File: src/hw/rtl/bit_word_prefix_scan_core_macros.svh
// Assertion macros for the bit-word prefix scan core.
// Included by the top level; the bodies are empty when SYNTH is defined.
`ifndef BIT_WORD_PREFIX_SCAN_CORE_MACROS_SVH
`define BIT_WORD_PREFIX_SCAN_CORE_MACROS_SVH

`ifndef SYNTH

// Same-cycle implication, sampled on clk, off during reset
`define BWPS_ASSERT_SAME(label, ante, cons) \
  label: assert property (@(posedge clk) disable iff (rst) (ante) |-> (cons)) \
    else $error("bwps assertion failed: same-cycle check");

// Next-cycle implication, sampled on clk, off during reset
`define BWPS_ASSERT_NEXT(label, ante, cons) \
  label: assert property (@(posedge clk) disable iff (rst) (ante) |=> (cons)) \
    else $error("bwps assertion failed: next-cycle check");

`else

`define BWPS_ASSERT_SAME(label, ante, cons)
`define BWPS_ASSERT_NEXT(label, ante, cons)

`endif

`endif

File: src/hw/rtl/bwps_pkg.sv
// Shared types, constants and helper functions for the bit-word prefix scan.
// No dependencies; used by the lane, merge and top-level modules.
`timescale 1ns / 1ps
`default_nettype none

package bwps_pkg;

  localparam int WORD_W = 64;

  // Register indexes on the configuration port
  localparam logic REG_SCAN_MODE     = 1'b0;
  localparam logic REG_INITIAL_CARRY = 1'b1;

  // Scan mode codes
  localparam logic [2:0] MODE_OR     = 3'd0;
  localparam logic [2:0] MODE_AND    = 3'd1;
  localparam logic [2:0] MODE_XOR    = 3'd2;
  localparam logic [2:0] MODE_EQUAL  = 3'd3;
  localparam logic [2:0] MODE_LESS   = 3'd4;
  localparam logic [2:0] MODE_LESS_EQ = 3'd5;
  localparam logic [2:0] MODE_GREATER = 3'd6;
  localparam logic [2:0] MODE_GREATER_EQ = 3'd7;

  localparam logic [2:0] SCAN_MODE_RESET = MODE_XOR;

  localparam logic [WORD_W-1:0] ALT_ODD = 64'hAAAA_AAAA_AAAA_AAAA;

  // Base recurrence applied element by element
  typedef enum logic [1:0] {
    OP_OR,
    OP_AND,
    OP_XOR,
    OP_LESS
  } scan_op_t;

  // Transform applied to the base scan word
  typedef enum logic [1:0] {
    OUT_PLAIN,
    OUT_ALT,
    OUT_INV
  } out_fn_t;

  // Control that travels with a word from the lane stage to the merge stage
  typedef struct packed {
    logic    start;
    logic    last;
    out_fn_t out_fn;
  } s1_ctrl_t;

  // One step of the base recurrence: r[i] from r[i-1] and x[i]
  function automatic logic scan_step(scan_op_t op, logic prev, logic xb);
    logic r;
    unique case (op)
      OP_OR:   r = prev | xb;
      OP_AND:  r = prev & xb;
      OP_XOR:  r = prev ^ xb;
      OP_LESS: r = ~prev & xb;
      default: r = 1'b0;
    endcase
    return r;
  endfunction

  function automatic scan_op_t mode_op(logic [2:0] mode);
    scan_op_t op;
    unique case (mode)
      MODE_OR, MODE_GREATER_EQ: op = OP_OR;
      MODE_AND, MODE_GREATER:   op = OP_AND;
      MODE_XOR, MODE_EQUAL:     op = OP_XOR;
      MODE_LESS, MODE_LESS_EQ:  op = OP_LESS;
      default:                  op = OP_XOR;
    endcase
    return op;
  endfunction

  function automatic out_fn_t mode_out_fn(logic [2:0] mode);
    out_fn_t fn;
    unique case (mode)
      MODE_EQUAL:   fn = OUT_ALT;
      MODE_LESS_EQ: fn = OUT_INV;
      default:      fn = OUT_PLAIN;
    endcase
    return fn;
  endfunction

  // Modes that scan the inverted input
  function automatic logic mode_inverts(logic [2:0] mode);
    return (mode == MODE_LESS_EQ) || (mode == MODE_GREATER) || (mode == MODE_GREATER_EQ);
  endfunction

  // Modes that flip element 0 of the first word of a vector
  function automatic logic mode_flips(logic [2:0] mode);
    return (mode == MODE_GREATER) || (mode == MODE_GREATER_EQ);
  endfunction

endpackage

`default_nettype wire

File: src/hw/rtl/bwps_lane.sv
// One scan lane: scans a slice of the word for both possible carry-ins.
// Depends on bwps_pkg for the scan operation type and step function.
`timescale 1ns / 1ps
`default_nettype none

module bwps_lane #(
  parameter int LANE_W = 8
) (
  input  wire logic               clk,
  input  wire logic               load,
  input  wire bwps_pkg::scan_op_t op,
  input  wire logic [LANE_W-1:0]  x,
  output      logic [LANE_W-1:0]  r0,
  output      logic [LANE_W-1:0]  r1
);

  logic [LANE_W-1:0] scan0;
  logic [LANE_W-1:0] scan1;
  logic              p0;
  logic              p1;

  // Run the recurrence once with carry-in 0 and once with carry-in 1
  always_comb begin
    p0 = 1'b0;
    p1 = 1'b1;
    for (int i = 0; i < LANE_W; i++) begin
      p0       = bwps_pkg::scan_step(op, p0, x[i]);
      p1       = bwps_pkg::scan_step(op, p1, x[i]);
      scan0[i] = p0;
      scan1[i] = p1;
    end
  end

  // Hold both candidates until the merge stage picks one
  always_ff @(posedge clk) begin
    if (load) begin
      r0 <= scan0;
      r1 <= scan1;
    end
  end

endmodule

`default_nettype wire

File: src/hw/rtl/bwps_merge.sv
// Merge stage: resolves lane carries in order, applies the output transform
// and holds the result register and the word-to-word carry. Uses bwps_pkg.
`timescale 1ns / 1ps
`default_nettype none

module bwps_merge #(
  parameter int LANES = 8
) (
  input  wire logic                        clk,
  input  wire logic                        rst,
  input  wire logic                        advance,
  input  wire bwps_pkg::s1_ctrl_t          ctrl,
  input  wire logic                        initial_carry,
  input  wire logic [bwps_pkg::WORD_W-1:0] r0,
  input  wire logic [bwps_pkg::WORD_W-1:0] r1,
  output      logic [bwps_pkg::WORD_W-1:0] result_word,
  output      logic                        result_last
);

  localparam int LANE_W = bwps_pkg::WORD_W / LANES;

  logic                        carry_bit;
  logic                        cin;
  logic [bwps_pkg::WORD_W-1:0] base;
  logic [bwps_pkg::WORD_W-1:0] word_out;

  // Ripple the carry lane by lane, selecting each lane's precomputed scan
  always_comb begin
    cin = ctrl.start ? initial_carry : carry_bit;
    for (int k = 0; k < LANES; k++) begin
      base[k*LANE_W +: LANE_W] = cin ? r1[k*LANE_W +: LANE_W] : r0[k*LANE_W +: LANE_W];
      cin = base[k*LANE_W + LANE_W - 1];
    end
  end

  // Apply the mode's output transform
  always_comb begin
    unique case (ctrl.out_fn)
      bwps_pkg::OUT_ALT: word_out = base ^ bwps_pkg::ALT_ODD;
      bwps_pkg::OUT_INV: word_out = ~base;
      default:           word_out = base;
    endcase
  end

  // Advance the carry into the next word
  always_ff @(posedge clk) begin
    if (rst) begin
      carry_bit <= 1'b0;
    end else if (advance) begin
      carry_bit <= base[bwps_pkg::WORD_W-1];
    end
  end

  // Load the output register
  always_ff @(posedge clk) begin
    if (advance) begin
      result_word <= word_out;
      result_last <= ctrl.last;
    end
  end

endmodule

`default_nettype wire

File: src/hw/rtl/bit_word_prefix_scan_core.sv
// Top level of the bit-word prefix scan: configuration registers, pipeline
// control, lanes and merge stage. Depends on bwps_pkg, bwps_lane, bwps_merge.
//
// Usage: a vector arrives as 64-bit words on the data channel (data_valid,
// data_stall, data_word, last_word), element 0 in bit 0, and last_word set on
// the final word. Each word yields one transaction on the result channel
// (result_valid, result_stall, result_word, result_last) holding the running
// scan of its elements under scan_mode, linked to the previous word by a
// one-bit carry; the first word of a vector starts from initial_carry.
// From acceptance to result_valid a word is registered in the lanes, which
// scan their slices for both carry-ins, and then in the merge stage, whose
// lane-to-lane carry ripple sets the clock period. Throughput is one word
// per cycle while result_stall is low. Under result_stall the result holds;
// one more word is taken into the lane stage, after which data_stall rises.
// Reset empties the pipeline, sets scan_mode to xor, initial_carry to 0, and
// marks the next word as the start of a vector. The user must write the
// registers over the APB port only while the pipeline is empty; not enforced.
`timescale 1ns / 1ps
`default_nettype none

`include "bit_word_prefix_scan_core_macros.svh"

module bit_word_prefix_scan_core #(
  parameter int LANES = 8
) (
  input  wire logic                        clk,
  input  wire logic                        rst,
  // configuration port
  input  wire logic                        psel,
  input  wire logic                        penable,
  input  wire logic                        pwrite,
  input  wire logic [2:0]                  paddr,
  input  wire logic [31:0]                 pwdata,
  output      logic [31:0]                 prdata,
  output      logic                        pready,
  // input channel
  input  wire logic                        data_valid,
  output      logic                        data_stall,
  input  wire logic [bwps_pkg::WORD_W-1:0] data_word,
  input  wire logic                        last_word,
  // result channel
  output      logic                        result_valid,
  input  wire logic                        result_stall,
  output      logic [bwps_pkg::WORD_W-1:0] result_word,
  output      logic                        result_last
);

  localparam int LANE_W = bwps_pkg::WORD_W / LANES;

  logic [2:0]                  scan_mode;
  logic                        initial_carry;
  logic                        cfg_write;
  logic                        at_start;
  logic                        s1_valid;
  bwps_pkg::s1_ctrl_t          s1_ctrl;
  logic                        out_free;
  logic                        s1_advance;
  logic                        in_accept;
  bwps_pkg::scan_op_t          op;
  logic [bwps_pkg::WORD_W-1:0] x_in;
  logic [bwps_pkg::WORD_W-1:0] lane_r0;
  logic [bwps_pkg::WORD_W-1:0] lane_r1;

  // Configuration registers
  assign pready    = 1'b1;
  assign cfg_write = psel && penable && pwrite && pready;

  always_ff @(posedge clk) begin
    if (rst) begin
      scan_mode     <= bwps_pkg::SCAN_MODE_RESET;
      initial_carry <= 1'b0;
    end else if (cfg_write) begin
      unique case (paddr[2])
        bwps_pkg::REG_SCAN_MODE:     scan_mode     <= pwdata[2:0];
        bwps_pkg::REG_INITIAL_CARRY: initial_carry <= pwdata[0];
        default: ;
      endcase
    end
  end

  always_comb begin
    unique case (paddr[2])
      bwps_pkg::REG_SCAN_MODE:     prdata = {29'd0, scan_mode};
      bwps_pkg::REG_INITIAL_CARRY: prdata = {31'd0, initial_carry};
      default:                     prdata = 32'd0;
    endcase
  end

  // Pipeline handshake
  assign out_free   = !result_valid || !result_stall;
  assign s1_advance = s1_valid && out_free;
  assign data_stall = s1_valid && !out_free;
  assign in_accept  = data_valid && !data_stall;

  always_ff @(posedge clk) begin
    if (rst) begin
      s1_valid     <= 1'b0;
      result_valid <= 1'b0;
      at_start     <= 1'b1;
    end else begin
      if (in_accept) begin
        s1_valid <= 1'b1;
        at_start <= last_word;
      end else if (s1_advance) begin
        s1_valid <= 1'b0;
      end
      if (s1_advance) begin
        result_valid <= 1'b1;
      end else if (!result_stall) begin
        result_valid <= 1'b0;
      end
    end
  end

  // Hold the control that goes with the word in the lane stage
  always_ff @(posedge clk) begin
    if (in_accept) begin
      s1_ctrl.start  <= at_start;
      s1_ctrl.last   <= last_word;
      s1_ctrl.out_fn <= bwps_pkg::mode_out_fn(scan_mode);
    end
  end

  // Invert the input and flip element 0 of a vector's first word as the mode asks
  assign op = bwps_pkg::mode_op(scan_mode);

  always_comb begin
    x_in = bwps_pkg::mode_inverts(scan_mode) ? ~data_word : data_word;
    x_in[0] = x_in[0] ^ (bwps_pkg::mode_flips(scan_mode) & at_start);
  end

  // Lanes
  for (genvar g = 0; g < LANES; g++) begin : g_lane
    bwps_lane #(
      .LANE_W (LANE_W)
    ) u_lane (
      .clk  (clk),
      .load (in_accept),
      .op   (op),
      .x    (x_in[g*LANE_W +: LANE_W]),
      .r0   (lane_r0[g*LANE_W +: LANE_W]),
      .r1   (lane_r1[g*LANE_W +: LANE_W])
    );
  end

  // Merge
  bwps_merge #(
    .LANES (LANES)
  ) u_merge (
    .clk           (clk),
    .rst           (rst),
    .advance       (s1_advance),
    .ctrl          (s1_ctrl),
    .initial_carry (initial_carry),
    .r0            (lane_r0),
    .r1            (lane_r1),
    .result_word   (result_word),
    .result_last   (result_last)
  );

  // A word leaving the lane stage always lands in the output register
  `BWPS_ASSERT_NEXT(a_advance_to_result, s1_advance, result_valid)
  // An accepted word always occupies the lane stage next cycle
  `BWPS_ASSERT_NEXT(a_accept_fills_s1, in_accept, s1_valid)
  // A word blocked in the lane stage is never dropped
  `BWPS_ASSERT_NEXT(a_blocked_s1_kept, s1_valid && !out_free, s1_valid)
  // The input is stalled only when the lane stage holds a word
  `BWPS_ASSERT_SAME(a_stall_needs_s1, data_stall, s1_valid)

endmodule

`default_nettype wire
File: config.mk
export PLATFORM = sky130hd
export DESIGN_NAME = bit_word_prefix_scan_core
export DESIGN_NICKNAME = d
export VERILOG_FILES = /design/src/hw/rtl/bwps_pkg.sv /design/src/hw/rtl/bwps_lane.sv /design/src/hw/rtl/bwps_merge.sv /design/src/hw/rtl/bit_word_prefix_scan_core.sv
export VERILOG_INCLUDE_DIRS = /design/src /design/src/hw/rtl
export SDC_FILE = /design/constraint.sdc
export NUM_CORES = 1
export LEC_CHECK = 0
export BUFFER_PORTS_ARGS = -buffer_cell sky130_fd_sc_hd__buf_4
export CORE_ASPECT_RATIO = 0.75
export CORE_MARGIN = 5
export CORE_UTILIZATION = 50
export DETAILED_ROUTE_END_ITERATION = 6
export PLACE_DENSITY_LB_ADDON = 0.3
export SYNTH_ARGS = -nofsm -noshare
export SYNTH_HDL_FRONTEND = slang
export SYNTH_HIERARCHICAL = 1
export SYNTH_SLANG_ARGS = --single-unit
File: constraint.sdc
create_clock -name clk -period 12.8 [get_ports clk]
set_input_delay 1.28 -clock clk [delete_from_list [all_inputs] [get_ports clk]]
set_output_delay 1.28 -clock clk [all_outputs]
set_load 0.03 [all_outputs]
# ---- Word level (Yosys, flattened, before mapping)
# Memories as Yosys holds them, arrays and structs flattened. A register that Yosys moved wholly into a read port is not among the register bits.
# Index checks and enable logic that the tools add are counted.
dict set report word_totals {
  register_bits 205
  rom_bits 16
  input_bits 107
  output_inout_bits 100
  elab_cells 777
  memories 1
}
# name words width rd rd_clocked_by_memory_dff wr line_no
set memory_table {}
lappend memory_table {{(no name shown)} 8 2 1 1 0 bwps_pkg.sv:65} ;# unique case (mode)
dict set report classes {
  n_eq_ne 10
  muxes 147
  bitwise_logic 574
  n_reduce_logical 18
}
# operator n
set op_table {}
lappend op_table {{1-bit case mux with 4 select lines} 120}
lappend op_table {{1-bit AND} 225}
lappend op_table {{64-bit inverter} 2}
lappend op_table {{64-bit case mux with 2 select lines} 1}
lappend op_table {{1-bit inverter} 121}
lappend op_table {{1-bit XOR} 113}
lappend op_table {{1-bit bitwise OR} 112}
lappend op_table {{64-bit two-way mux} 1}
lappend op_table {{8-bit two-way mux} 8}
lappend op_table {{32-bit case mux with 2 select lines} 1}
lappend op_table {{32-bit inverter} 1}
lappend op_table {{1-bit case mux with 2 select lines} 8}
lappend op_table {{3-bit equality test, second input constant} 3}
lappend op_table {{2-bit equality test, second input constant} 3}
lappend op_table {{3-bit two-way mux} 2}
lappend op_table {{1-bit logical AND} 5}
lappend op_table {{1-bit two-way mux} 5}
lappend op_table {{2-bit by 1-bit equality test with 1-bit output, second input constant} 2}
lappend op_table {{1-bit logical NOT} 4}
lappend op_table {{1-bit logical OR} 4}
lappend op_table {{2-bit case mux with 2 select lines} 1}
lappend op_table {{2-bit AND reduction} 2}
lappend op_table {{3-bit by 2-bit equality test with 1-bit output, second input constant} 1}
lappend op_table {{3-bit OR reduction} 1}
lappend op_table {{3 further kinds} 3}

# ---- Longest topological paths before layout
# Gate-level depths: netlist of the first run.
dict set report depth {
  depth_word 28
  mapped_depth 40
  depth_no_buf 37
}

# ---- Modules after synthesis
# Netlist of the first run, hierarchy kept.
# mod instances cells_per_inst area_per_inst_um2 seq_area_each_um2
set modules_own_cells {}
lappend modules_own_cells {{bwps_lane (g_lane[0].u_lane ...)} 6 142 1297.5 480.5}
lappend modules_own_cells {bwps_merge 1 368 4068.9 1971.9}
lappend modules_own_cells {bit_word_prefix_scan_core 1 158 1508.9 300.3}
lappend modules_own_cells {{bwps_lane (g_lane[7].u_lane)} 1 141 1260.0 480.5}
lappend modules_own_cells {{bwps_lane (g_lane[5].u_lane)} 1 141 1255.0 480.5}

# ---- Worst setup path after synthesis of the first run
# Ideal clock, no wire load.
dict set report synth_timing {
  kind {input-to-reg}
  startpoint {input port result_stall}
  endpoint {register u_merge.carry_bit}
  setup_time_ns 0.395
  arrival_time_ns 7.147
  required_ns 12.405
  slack_ns 5.258
  stages 3
  n_path_buf 0
  cell_sequence {a21boi_0 -> and4b_1 -> a2111oi_4}
}
dict set report synth_between {
  elab_chain_cells 3
}
# element line_no
set synth_lines {}
lappend synth_lines {{start: declaration} bit_word_prefix_scan_core.sv:43} ;# input wire logic result_stall,
lappend synth_lines {{1-bit logical NOT} -}
lappend synth_lines {{1-bit logical OR} bit_word_prefix_scan_core.sv:90} ;# assign out_free = !result_valid || !result_stall;
lappend synth_lines {{1-bit logical AND} bit_word_prefix_scan_core.sv:91} ;# assign s1_advance = s1_valid && out_free;
lappend synth_lines {{end signal: assignment} bwps_merge.sv:50} ;# carry_bit <= base[bwps_pkg::WORD_W-1];
lappend synth_lines {{end: declaration} bwps_merge.sv:22} ;# logic carry_bit;
# Every way passes these cells.
# A chain may end at the register's enable or synchronous reset.

# ---- Worst setup path in the final report of the first run
dict set report layout_timing {
  startpoint {register scan_mode[1]}
  endpoint {register g_lane[6].u_lane.r1[7] (data pin)}
}
dict set report layout_between {
  elab_chain_cells 27
  elab_cells_between_ends 50
  classes_between {eq/ne: 3; mux: 9; bitwise: 36; reduce/logical: 2}
}
# element line_no
set layout_lines {}
lappend layout_lines {{start: declaration} bit_word_prefix_scan_core.sv:50} ;# logic [2:0] scan_mode;
lappend layout_lines {{start signal: assignment} bit_word_prefix_scan_core.sv:70} ;# scan_mode <= bwps_pkg::SCAN_MODE_RESET;
lappend layout_lines {{start signal: assignment} bit_word_prefix_scan_core.sv:74} ;# bwps_pkg::REG_SCAN_MODE: scan_mode <= pwdata[2:0];
lappend layout_lines {{3-bit equality test} bwps_pkg.sv:87} ;# return (mode == MODE_LESS_EQ) || (mode == MODE_GREATER) || (mode == MODE_GREATER_EQ);
lappend layout_lines {{1-bit logical OR} bwps_pkg.sv:87}
lappend layout_lines {{1-bit logical OR *} bwps_pkg.sv:87}
lappend layout_lines {{64-bit two-way mux *} bit_word_prefix_scan_core.sv:128} ;# x_in = bwps_pkg::mode_inverts(scan_mode) ? ~data_word : data_word;
lappend layout_lines {{named net x_in, one bit} bit_word_prefix_scan_core.sv:60} ;# logic [bwps_pkg::WORD_W-1:0] x_in;
lappend layout_lines {{1-bit inverter (no source line)} -}
lappend layout_lines {{1-bit case mux with 4 select lines *} bwps_pkg.sv:53} ;# unique case (op)
lappend layout_lines {{named net g_lane[6].u_lane.scan1[0]} bwps_lane.sv:18} ;# logic [LANE_W-1:0] scan1;
lappend layout_lines {{[... 14 more ...]} -}
lappend layout_lines {{1-bit case mux with 4 select lines *} bwps_pkg.sv:53}
lappend layout_lines {{1-bit inverter} bwps_pkg.sv:57} ;# OP_LESS: r = ~prev & xb;
lappend layout_lines {{1-bit AND} bwps_pkg.sv:57}
lappend layout_lines {{1-bit case mux with 4 select lines *} bwps_pkg.sv:53}
lappend layout_lines {{1-bit inverter} bwps_pkg.sv:57}
lappend layout_lines {{1-bit AND} bwps_pkg.sv:57}
lappend layout_lines {{1-bit case mux with 4 select lines *} bwps_pkg.sv:53}
lappend layout_lines {{named net g_lane[6].u_lane.p1} bwps_lane.sv:20} ;# logic p1;
lappend layout_lines {{end signal: assignment} bwps_lane.sv:38} ;# r1 <= scan1;
lappend layout_lines {{end: declaration} bwps_lane.sv:14} ;# output logic [LANE_W-1:0] r1
# Mark *: on every way through the listed nets, which the timed path passes. The rest lies on a longest branch.

==> results of run 1 <==
cell families after synthesis:
kind of cell / after synthesis / share of synthesized area (%)
AOI/OAI and AO/OA: 475 / 20.1
xor gates and xnor gates: 66 / 3.83
adders and majority gates: 114 / 8.98
buffers and inverters: 262 / 8.79
DFF: 207 / 38.5
muxes: 86 / 5.73
other: 2 / 0.0473
and+or+nand+nor: 448 / 14.0
routing by layer:
| metal | GRT usage, % | vias to the layer above | routed length (um) |
|---|---|---|---|
| met1 | 29.3 | 5659 | 17600 |
| met5 | 0 | - | 0 |
| li1 | - | 6137 | - |
| met2 | 31.9 | 289 | 16700 |
| met3 | 1.97 | 41 | 1480 |
| met4 | 4.48 | 0 | 637 |
final cells by class:
cell class                 instances  area (um2)
inverter                         126         473
clock buffer                      25         583
tap                              406         508
antenna                            1        2.50
multi-input combinational       1219        8500
sequential                       207        6120
timing repair buffer             161        1220
clock inverter                    17         208
fill                            2698       13700
metrics by stage:
step                util [%]  cells
detailed placement      53.7   2119
finish                  56.3   2162
global placement        53.7   2119
global route            56.3   2162
floorplan                  -   1688
CTS                     56.2   2161
path summary, 6_finish.rpt:
kind                startpoint                endpoint  slack (ns)  cells after the start
setup / recovery  scan_mode[1]  g_lane[6].u_lane/r1[7]        6.06                     33
hold / removal      s1_ctrl[2]     u_merge/result_last        0.43                      0
setup reg to reg  scan_mode[1]  g_lane[6].u_lane/r1[7]        6.06                     33
hold reg to reg     s1_ctrl[2]     u_merge/result_last        0.43                      0
flip-flops by register name, summed over array words and instances (netlist names):
register and cells:
op 2, u_merge/carry_bit 1, at_start 1, result_valid 1
u_merge/result_last 1, initial_carry 1, g_lane.u_lane/r0 64, g_lane.u_lane/r1 64
u_merge/result_word 64, scan_mode 3, s1_ctrl 4, s1_valid 1
placed cells by master, fill, tap and decap left out, drive strengths merged, types with 8 or more instances in the layout:
cell type  count
o211ai        14
nor2b         19
dfxtp         10
o21ai        147
o21a          23
o22a          36
inv          128
o31ai          8
nor3b          9
mux2i         83
o22ai         24
and3          12
nand3         22
or3            8
buf          161
ha           114
a31oi         19
nand2b        13
clkinv         8
clkbuf        25
and4b          8
a31o          10
edfxtp       197
conb          30
nor2         151
nand2        158
a21oi        124
xnor2         64
o32a           9
where the power goes:
part	switching, W	total (W)	leakage, nW	internal (W)
clock	0.000273	0.000687	0.381	0.000414
combinational	0.000657	0.00115	5.10	0.000493
sequential	0.0000733	0.00101	1.99	0.000938
total	0.00100	0.00285	7.47	0.00184
worst max-delay path, delay by kind of cell (launching register included):
family	cells	cell delay, ns
adder cells (fa/ha/maj)	7	1.75
AND/OR/NAND/NOR	7	0.61
buffers and inverters	2	0.70
flip-flops	1	0.40
XOR/XNOR	1	0.39
AO/OA/AOI/OAI	16	2.65
==> summary.txt, run 1 <==
Standard cell with the maximum stage delay on the critical path: sky130_fd_sc_hd__buf_4
Final-report setup violation count: 0
CP most frequent cell: sky130_fd_sc_hd__ha_1
Area of the die: 35,500 um2
Clock Pin Slew Worst Setup and Hold Paths: 0.06 ns
Place WS: 5.65 ns
Top cells by area, synth: sky130_fd_sc_hd__edfxtp_1 37%, sky130_fd_sc_hd__ha_1 9.0%, sky130_fd_sc_hd__mux2i_1 5.0%
Startpoint types: flip-flop
Path category of the worst min-delay check: flip-flop to flip-flop
H-tree depth: 1
Most instantiated flip-flop cell in the synthesis netlist: sky130_fd_sc_hd__edfxtp_1
Type of the worst setup path: flip-flop to flip-flop
Worst max-slew margin expressed relative to the limit: 20.1%
FF+latch count, synth: 207
GRT overflow: 0
Number of warnings reported in the yosys synthesis log: 6
Vias per inst: 5.61
Power per cell area: 162 nW/um2
Leakage: 7.47 nW
Number of gates resized after CTS: 0
PortBufs: 145
Final hold violations: 0
Layout cell share with drive strength beyond 1: 17.5%
Pin count of the biggest net entering global routing: 177
Post-Route Setup TNS: 0 ns
Wire length of the first global-routing pass: 57.9 mm
Element type at the critical path end: flip-flop
Final weighted congestion of routability-driven global placement: 0.845
Die span in x: 216 um
HPWL after detailed placement: 25.8 mm
Ys async rst share: 0%
Post-detailed-route wirelength per cell: 16.8 um
Buffer cell driving the clock tree root: sky130_fd_sc_hd__clkbuf_16
Clock insertion delay at the later pin of the skew report: 0.52 ns
Largest fanout on the critical path: 44
Max stage delay on crit path: 0.65 ns
Area share of the largest cell type after synthesis: 37.3%
Detailed-route via count: 12,100
Syn-to-layout area delta: 11.0%
Max Clk Rate: 148 MHz
Dominant cell type by area after synthesis: sky130_fd_sc_hd__edfxtp_1
Max-cap violations: 0
Overall power of the completed layout: 0.00285 W
Post-route clock skew: 0.0173 ns
Count of standard-cell rows: 56
Total clock buffers created by CTS: 23
Initial Util: 50.7%
Die boundary height: 164 um
Number of DRC markers after the initial detailed-route iteration: 952
Slew Limit Fails: 0
RSZ-0062 raised after global routing: no
Layout net count: 1,959
Synthesized area per cell: 9.56 um2
Wire length reported by the detailed router: 36.4 mm
Area after DPL: 16,800 um2
Antenna violations before repair: 1
Worst path setup slack after routing: 6.06 ns
Crit path DAT: 7.00 ns
Boundary Pins: 207
Gate count after technology mapping: 1,660
Post-synth EDFFs: 197
Final critical-path required period: 6.74 ns
Area of all placed cells without fillers: 17,600 um2
Sequential fraction of the synthesis area: 38.5%
Result of the run: finished, final reports clean
CTS tree: yes
Pre-Repair DR Iteration Count: 5
Overall routing resource usage: 19.8%
Final Hold Slack: 0.434 ns
Most common cell in the synthesized netlist: sky130_fd_sc_hd__edfxtp_1
Combined area of all synthesized cells: 15,900 um2
Number of global-route vias before repair: 11,000
Actual transition at the worst max-transition pin: 1.17 ns
Remaining routing DRC violations: 0
Fraction of the cycle the final worst path needs: 52.7%
Most instantiated cells after synthesis: 197 x sky130_fd_sc_hd__edfxtp_1, 157 x sky130_fd_sc_hd__nand2_1, 150 x sky130_fd_sc_hd__nor2_1
Final antenna-violating net count: 0
Buffers inserted during post-CTS setup optimization: 0
Core ar.: 31,300 um2
Number of buffers added to fix hold violations after cts: 0
Number of sinks handled by clock tree synthesis: 207
Buffers from clock root to sink, at most: 3
CP Data Required Time: 13.06 ns
Worst ir drop on vdd: 0.123 mV
Number of distinct standard cells referenced by the synthesized netlist: 90
Power figures use the tool's default switching activity.
==> inputs of run 2 (changes only) <==
- clock period: 12.8 -> 6.6 ns (I/O delays scaled with it)
==> run 2 against run 1 <==
  * Final cell count increased by 1.2%
  * Sequential share of layout area decreased by 0.38 points
  * Sequential power increased by 94%
  * Combinational power increased by 97%
  * Worst hold slack got worse by 0.083 ns
  * Clock skew decreased by 0.0073 ns
==> summary.txt, run 2 (synthesized netlist as in run 1, its figures left out) <==
H-tree depth: 1
Place WS: 0.219 ns
Most frequent cells in the layout: 197 x sky130_fd_sc_hd__edfxtp_1, 188 x sky130_fd_sc_hd__buf_4, 157 x sky130_fd_sc_hd__nand2_1, 148 x sky130_fd_sc_hd__nor2_1, 114 x sky130_fd_sc_hd__ha_1
CTS tree: yes
Launching instance or port of the critical path: scan_mode[0]
Vias per inst: 5.62
Boundary Pins: 207
Leakage: 7.62 nW
Buffer cell driving the clock tree root: sky130_fd_sc_hd__clkbuf_16
Layout cell share with drive strength beyond 1: 19.5%
Startpoint types: flip-flop
Count of standard-cell rows: 56
Clock insertion delay at the later pin of the skew report: 0.50 ns
Area of the die: 35,500 um2
Worst path setup slack after routing: 0.457 ns
Die boundary height: 164 um
Remaining routing DRC violations: 0
Pre-Repair DR Iteration Count: 5
Initial Util: 50.7%
Most common cell after layout, fill and taps aside: sky130_fd_sc_hd__edfxtp_1
Final hold violations: 0
Element type at the critical path end: flip-flop
Post-detailed-route wirelength per cell: 17.2 um
Antenna violations before repair: 0
FILL cells: 2,705
Number of buffers added to fix hold violations after cts: 0
Slew Limit Fails: 0
Path category of the worst min-delay check: input port to flip-flop
Power per cell area: 303 nW/um2
Post-Route Setup TNS: 0 ns
Standard cell with the maximum stage delay on the critical path: sky130_fd_sc_hd__dfxtp_2
Detailed-route via count: 12,300
Multi-input logic area: 8600 um2
Max Clk Rate: 163 MHz
Max stage delay on crit path: 0.36 ns
Final-report setup violation count: 0
Area of all placed cells without fillers: 17,800 um2
Fraction of the cycle the final worst path needs: 93.1%
Total clock buffers created by CTS: 23
Layout net count: 1,987
Largest fanout on the critical path: 13
Final Hold Slack: 0.351 ns
Number of DRC markers after the initial detailed-route iteration: 1,019
Overall power of the completed layout: 0.00540 W
Clock Pin Slew Worst Setup and Hold Paths: 0.06 ns
Wire length reported by the detailed router: 37.6 mm
Syn-to-layout area delta: 12.3%
Number of global-route vias before repair: 11,400
Buffers from clock root to sink, at most: 3
Overall routing resource usage: 20.4%
Top Registers: g_lane.u_lane/r0 x64, g_lane.u_lane/r1 x64, u_merge/result_word x64
HPWL after detailed placement: 27.2 mm
Post-route clock skew: 0.0101 ns
RSZ-0062 raised after global routing: yes
Result of the run: finished, final reports clean
Register-to-register path setup slack: 0.46 ns
Worst max-slew margin expressed relative to the limit: 21.7%
CP Data Required Time: 6.84 ns
Final critical-path required period: 6.14 ns
Type of the worst setup path: flip-flop to flip-flop
Beginning of the worst hold path: last_word
Wire length of the first global-routing pass: 59.4 mm
Worst ir drop on vdd: 0.151 mV
Final antenna-violating net count: 0
Max-cap violations: 0
PortBufs: 145
GRT overflow: 0
Worst reg2reg path startpoint: scan_mode[0]
Diodes inserted: 0
CP most frequent cell: sky130_fd_sc_hd__ha_1
Die span in x: 216 um
Final weighted congestion of routability-driven global placement: 0.868
Crit path DAT: 6.39 ns
Area after DPL: 17,000 um2
Actual transition at the worst max-transition pin: 1.15 ns
Register Area: 6130 um2
Number of sinks handled by clock tree synthesis: 207
Pin count of the biggest net entering global routing: 73
Core ar.: 31,300 um2
[run 2: cell types whose count changed in the layout (fill, tap and decap cells not counted), sizes merged]
cell and change:
inv -2, clkinv +4, diode -1, clkinvlp -1, clkbuf +1, bufinv -3
buf +28
[run 2: layout make-up]
| cell class | instances | area share [%] |
|---|---|---|
| Clock inverter | 15 | 0.590 |
| Sequential cell | 207 | 34.4 |
| Clock buffer | 26 | 3.29 |
| Inverter | 126 | 2.65 |
| Tap cell | 406 | 2.85 |
| Multi-Input combinational cell | 1219 | 48.2 |
| Timing Repair Buffer | 189 | 8.00 |
[run 2: worst paths after layout]
check	end	cells after the start
min	s1_ctrl[2]	1
min reg2reg	u_merge/result_last	0
max	g_lane[6].u_lane/r1[7]	34
max reg2reg	g_lane[6].u_lane/r1[7]	34
[run 2: worst max-delay path: cells and delay by family, from the launching register on]
family	cells	cell delay [ns]
flip-flops	1	0.36
adder cells (fa/ha/maj)	7	1.73
AO/OA/AOI/OAI	16	2.54
buffers and inverters	3	0.59
XOR/XNOR	1	0.16
AND/OR/NAND/NOR	7	0.49
[run 2: what timing repair did]
item,CTS,global route
gates resized for setup,0,20
setup buffers,0,2
setup endpoints to repair,0,11
[run 2: layer usage]
| metal | share of wire, % | up-vias | global-route usage, % |
|---|---|---|---|
| li1 | - | 6174 | - |
| met1 | 46 | 5723 | 29.5 |
| met2 | 46 | 348 | 33.2 |
| met3 | 5.7 | 53 | 2.60 |
| met4 | 2.0 | 0 | 4.51 |
| met5 | 0 | - | 0 |
[run 2: through the flow]
stage	util, %	std cells
3_5_place_dp	54.3	2145
3_3_place_gp	54.3	2145
4_1_cts	56.5	2186
5_1_grt	56.9	2188
2_1_floorplan	-	1688
6_report	56.9	2188
[run 2: report_power, final]
group	total [W]	internal [W]	leakage [nW]	switching (W)
clock network	0.00118	0.000677	0.342	0.000502
logic	0.00226	0.000973	5.28	0.00129
registers	0.00196	0.00182	1.99	0.000141
total	0.00540	0.00347	7.62	0.00193
==> inputs of run 3 (changes only) <==
- BUFFER_PORTS_ARGS: -buffer_cell sky130_fd_sc_hd__buf_4 -> -buffer_cell sky130_fd_sc_hd__buf_2
==> run 3 against run 2 <==
  * Largest power group unchanged
  * Clock skew is 0.0014 ns higher
  * Maximum frequency rose by 2.0%
  * Die area stayed put
  * Critical path depth shrank 1
  * Via count is 0.49% higher
  * Clock-buffer cell count is the same
  * Sequential share of layout area is 0.48 points higher
  * Final cell count barely moved
  * Utilization decreased by 0.78 points
==> summary.txt, run 3 (synthesized netlist as in run 1, its figures left out) <==
Final Hold Slack: 0.346 ns
Area after DPL: 16,700 um2
Count of standard-cell rows: 56
CTS tree: yes
Remaining routing DRC violations: 0
Element type at the critical path end: flip-flop
Met3 capacity usage during global routing: 2.14%
Register Area: 6130 um2
Most crowded layer after global routing: met2
Number of buffers added to fix hold violations after cts: 0
Net Switching: 0.00194 W
Vias per inst: 5.65
Initial Util: 50.7%
Largest fanout on the critical path: 8
FILL cells: 2,704
Post-detailed-route wirelength per cell: 17.0 um
Wire length reported by the detailed router: 37.1 mm
Wire length of the first global-routing pass: 58.8 mm
Final-report setup violation count: 0
Overall routing resource usage: 20.2%
Sequential power share: 35.3%
GR met2 Demand/Resource: 31.6%
Boundary Pins: 207
Met1 Resource Use GR: 30.1%
Final antenna-violating net count: 0
Total clock buffers created by CTS: 24
Startpoint types: flip-flop
Diodes inserted: 0
CP Data Required Time: 6.85 ns
RSZ-0062 raised after global routing: no
Fraction of the cycle the final worst path needs: 91.3%
Clock insertion delay at the later pin of the skew report: 0.52 ns
Path category of the worst min-delay check: input port to flip-flop
Clock Pin Slew Worst Setup and Hold Paths: 0.06 ns
Die boundary height: 164 um
Most common cell after layout, fill and taps aside: sky130_fd_sc_hd__edfxtp_1
Max stage delay on crit path: 0.42 ns
Clock group share of total power: 25.0%
Area of the die: 35,500 um2
CP most frequent cell: sky130_fd_sc_hd__ha_1
Type of the worst setup path: flip-flop to flip-flop
GRT overflow: 0
Multi-input logic area: 8560 um2
Number of global-route vias before repair: 11,000
Crit path DAT: 6.28 ns
Antenna violations before repair: 2
Standard cell with the maximum stage delay on the critical path: sky130_fd_sc_hd__dfxtp_2
Worst max-slew margin expressed relative to the limit: 21.7%
Place WS: 0.358 ns
Final weighted congestion of routability-driven global placement: 0.880
Pre-Repair DR Iteration Count: 5
Worst path setup slack after routing: 0.576 ns
Core ar.: 31,300 um2
Logic pwr share: 39.7%
Syn-to-layout area delta: 10.7%
Final critical-path required period: 6.02 ns
Sw Ratio: 34.9%
Detailed-route via count: 12,400
Power Internal: 0.00361 W
Layout Utilization: 56.1%
Max-cap violations: 0
Area of all placed cells without fillers: 17,600 um2
Worst ir drop on vdd: 0.221 mV
Layout cell share with drive strength beyond 1: 19.2%
Layout net count: 1,986
HPWL after detailed placement: 26.5 mm
Pin count of the biggest net entering global routing: 83
Buffers from clock root to sink, at most: 3
PortBufs: 145
Buffer cell driving the clock tree root: sky130_fd_sc_hd__clkbuf_16
Post-route clock skew: 0.0114 ns
Post-Route Setup TNS: 0 ns
Max Clk Rate: 166 MHz
Final hold violations: 0
Result of the run: finished, final reports clean
Leakage: 7.56 nW
Die span in x: 216 um
Number of DRC markers after the initial detailed-route iteration: 995
H-tree depth: 1
Number of sinks handled by clock tree synthesis: 207
Actual transition at the worst max-transition pin: 1.15 ns
Top Registers: g_lane.u_lane/r0 x64, g_lane.u_lane/r1 x64, u_merge/result_word x64
Slew Limit Fails: 0
Most frequent cells in the layout: 197 x sky130_fd_sc_hd__edfxtp_1, 157 x sky130_fd_sc_hd__nand2_1, 148 x sky130_fd_sc_hd__nor2_1, 145 x sky130_fd_sc_hd__buf_2, 114 x sky130_fd_sc_hd__ha_1
Power per cell area: 316 nW/um2
-- run 3: cell count changes in the layout (fill, tap and decap cells not counted), moves of 2 or more --
cell,before,now
sky130_fd_sc_hd__clkinvlp_4,2,0
sky130_fd_sc_hd__buf_12,0,3
sky130_fd_sc_hd__xnor2_1,52,54
sky130_fd_sc_hd__buf_2,0,145
sky130_fd_sc_hd__bufinv_16,1,5
sky130_fd_sc_hd__clkinv_2,8,5
sky130_fd_sc_hd__clkinv_1,3,6
sky130_fd_sc_hd__buf_4,188,39
-- run 3: path summary, 6_finish.rpt --
kind / startpoint / end / slack (ns) / cells after the start
max: scan_mode[2] / g_lane[7].u_lane/r1[7] / 0.58 / 33
min: last_word / s1_ctrl[2] / 0.35 / 1
max reg2reg: scan_mode[2] / g_lane[7].u_lane/r1[7] / 0.58 / 33
min reg2reg: s1_ctrl[2] / u_merge/result_last / 0.43 / 0
-- run 3: area by class of cell --
| type | instances | share of cell area [%] |
|---|---|---|
| repair buffers | 187 | 6.14 |
| inverters | 126 | 2.69 |
| clock buffers | 26 | 3.46 |
| well taps | 406 | 2.89 |
| multi-input cells | 1219 | 48.7 |
| flip-flops and latches | 207 | 34.9 |
| clock inverters | 18 | 1.27 |
-- run 3: critical path: cells and delay by family, from the launching register on --
| family | cells | cell delay, ns |
|---|---|---|
| AOI/OAI and AO/OA | 15 | 2.11 |
| adders and majority gates | 7 | 2.05 |
| and+or+nand+nor | 7 | 0.48 |
| DFF | 1 | 0.42 |
| muxes | 1 | 0.26 |
| xor gates and xnor gates | 1 | 0.23 |
| buffers and inverters | 2 | 0.22 |
-- run 3: what timing repair did --
item,in CTS,in global routing
endpoints found under the setup margin,0,8
gates resized for setup,0,13
setup buffers,0,1
-- run 3: metrics by stage --
step / cells / total power (W)
6_report: 2189 / 0.00555
5_1_grt: 2189 / 0.00592
4_1_cts: 2188 / 0.00556
3_5_place_dp: 2144 / 0.00415
3_3_place_gp: 2144 / 0.00409
2_1_floorplan: 1688 / 0.00370
-- run 3: power by group through the flow --
stage | combinational [W] | sequential, W | clock [W]
floorplan | 0.00166 | 0.00204 | 0
global placement | 0.00211 | 0.00198 | 0
detailed placement | 0.00217 | 0.00198 | 0
CTS | 0.00219 | 0.00196 | 0.00142
global route | 0.00246 | 0.00199 | 0.00147
finish | 0.00220 | 0.00196 | 0.00139
-- run 3: layer usage --
metal  part of all wire (%)  routed length, um
met1                     48              17800
met3                    5.2               1950
met5                      0                  0
met2                     44              16400
met4                    2.6                975
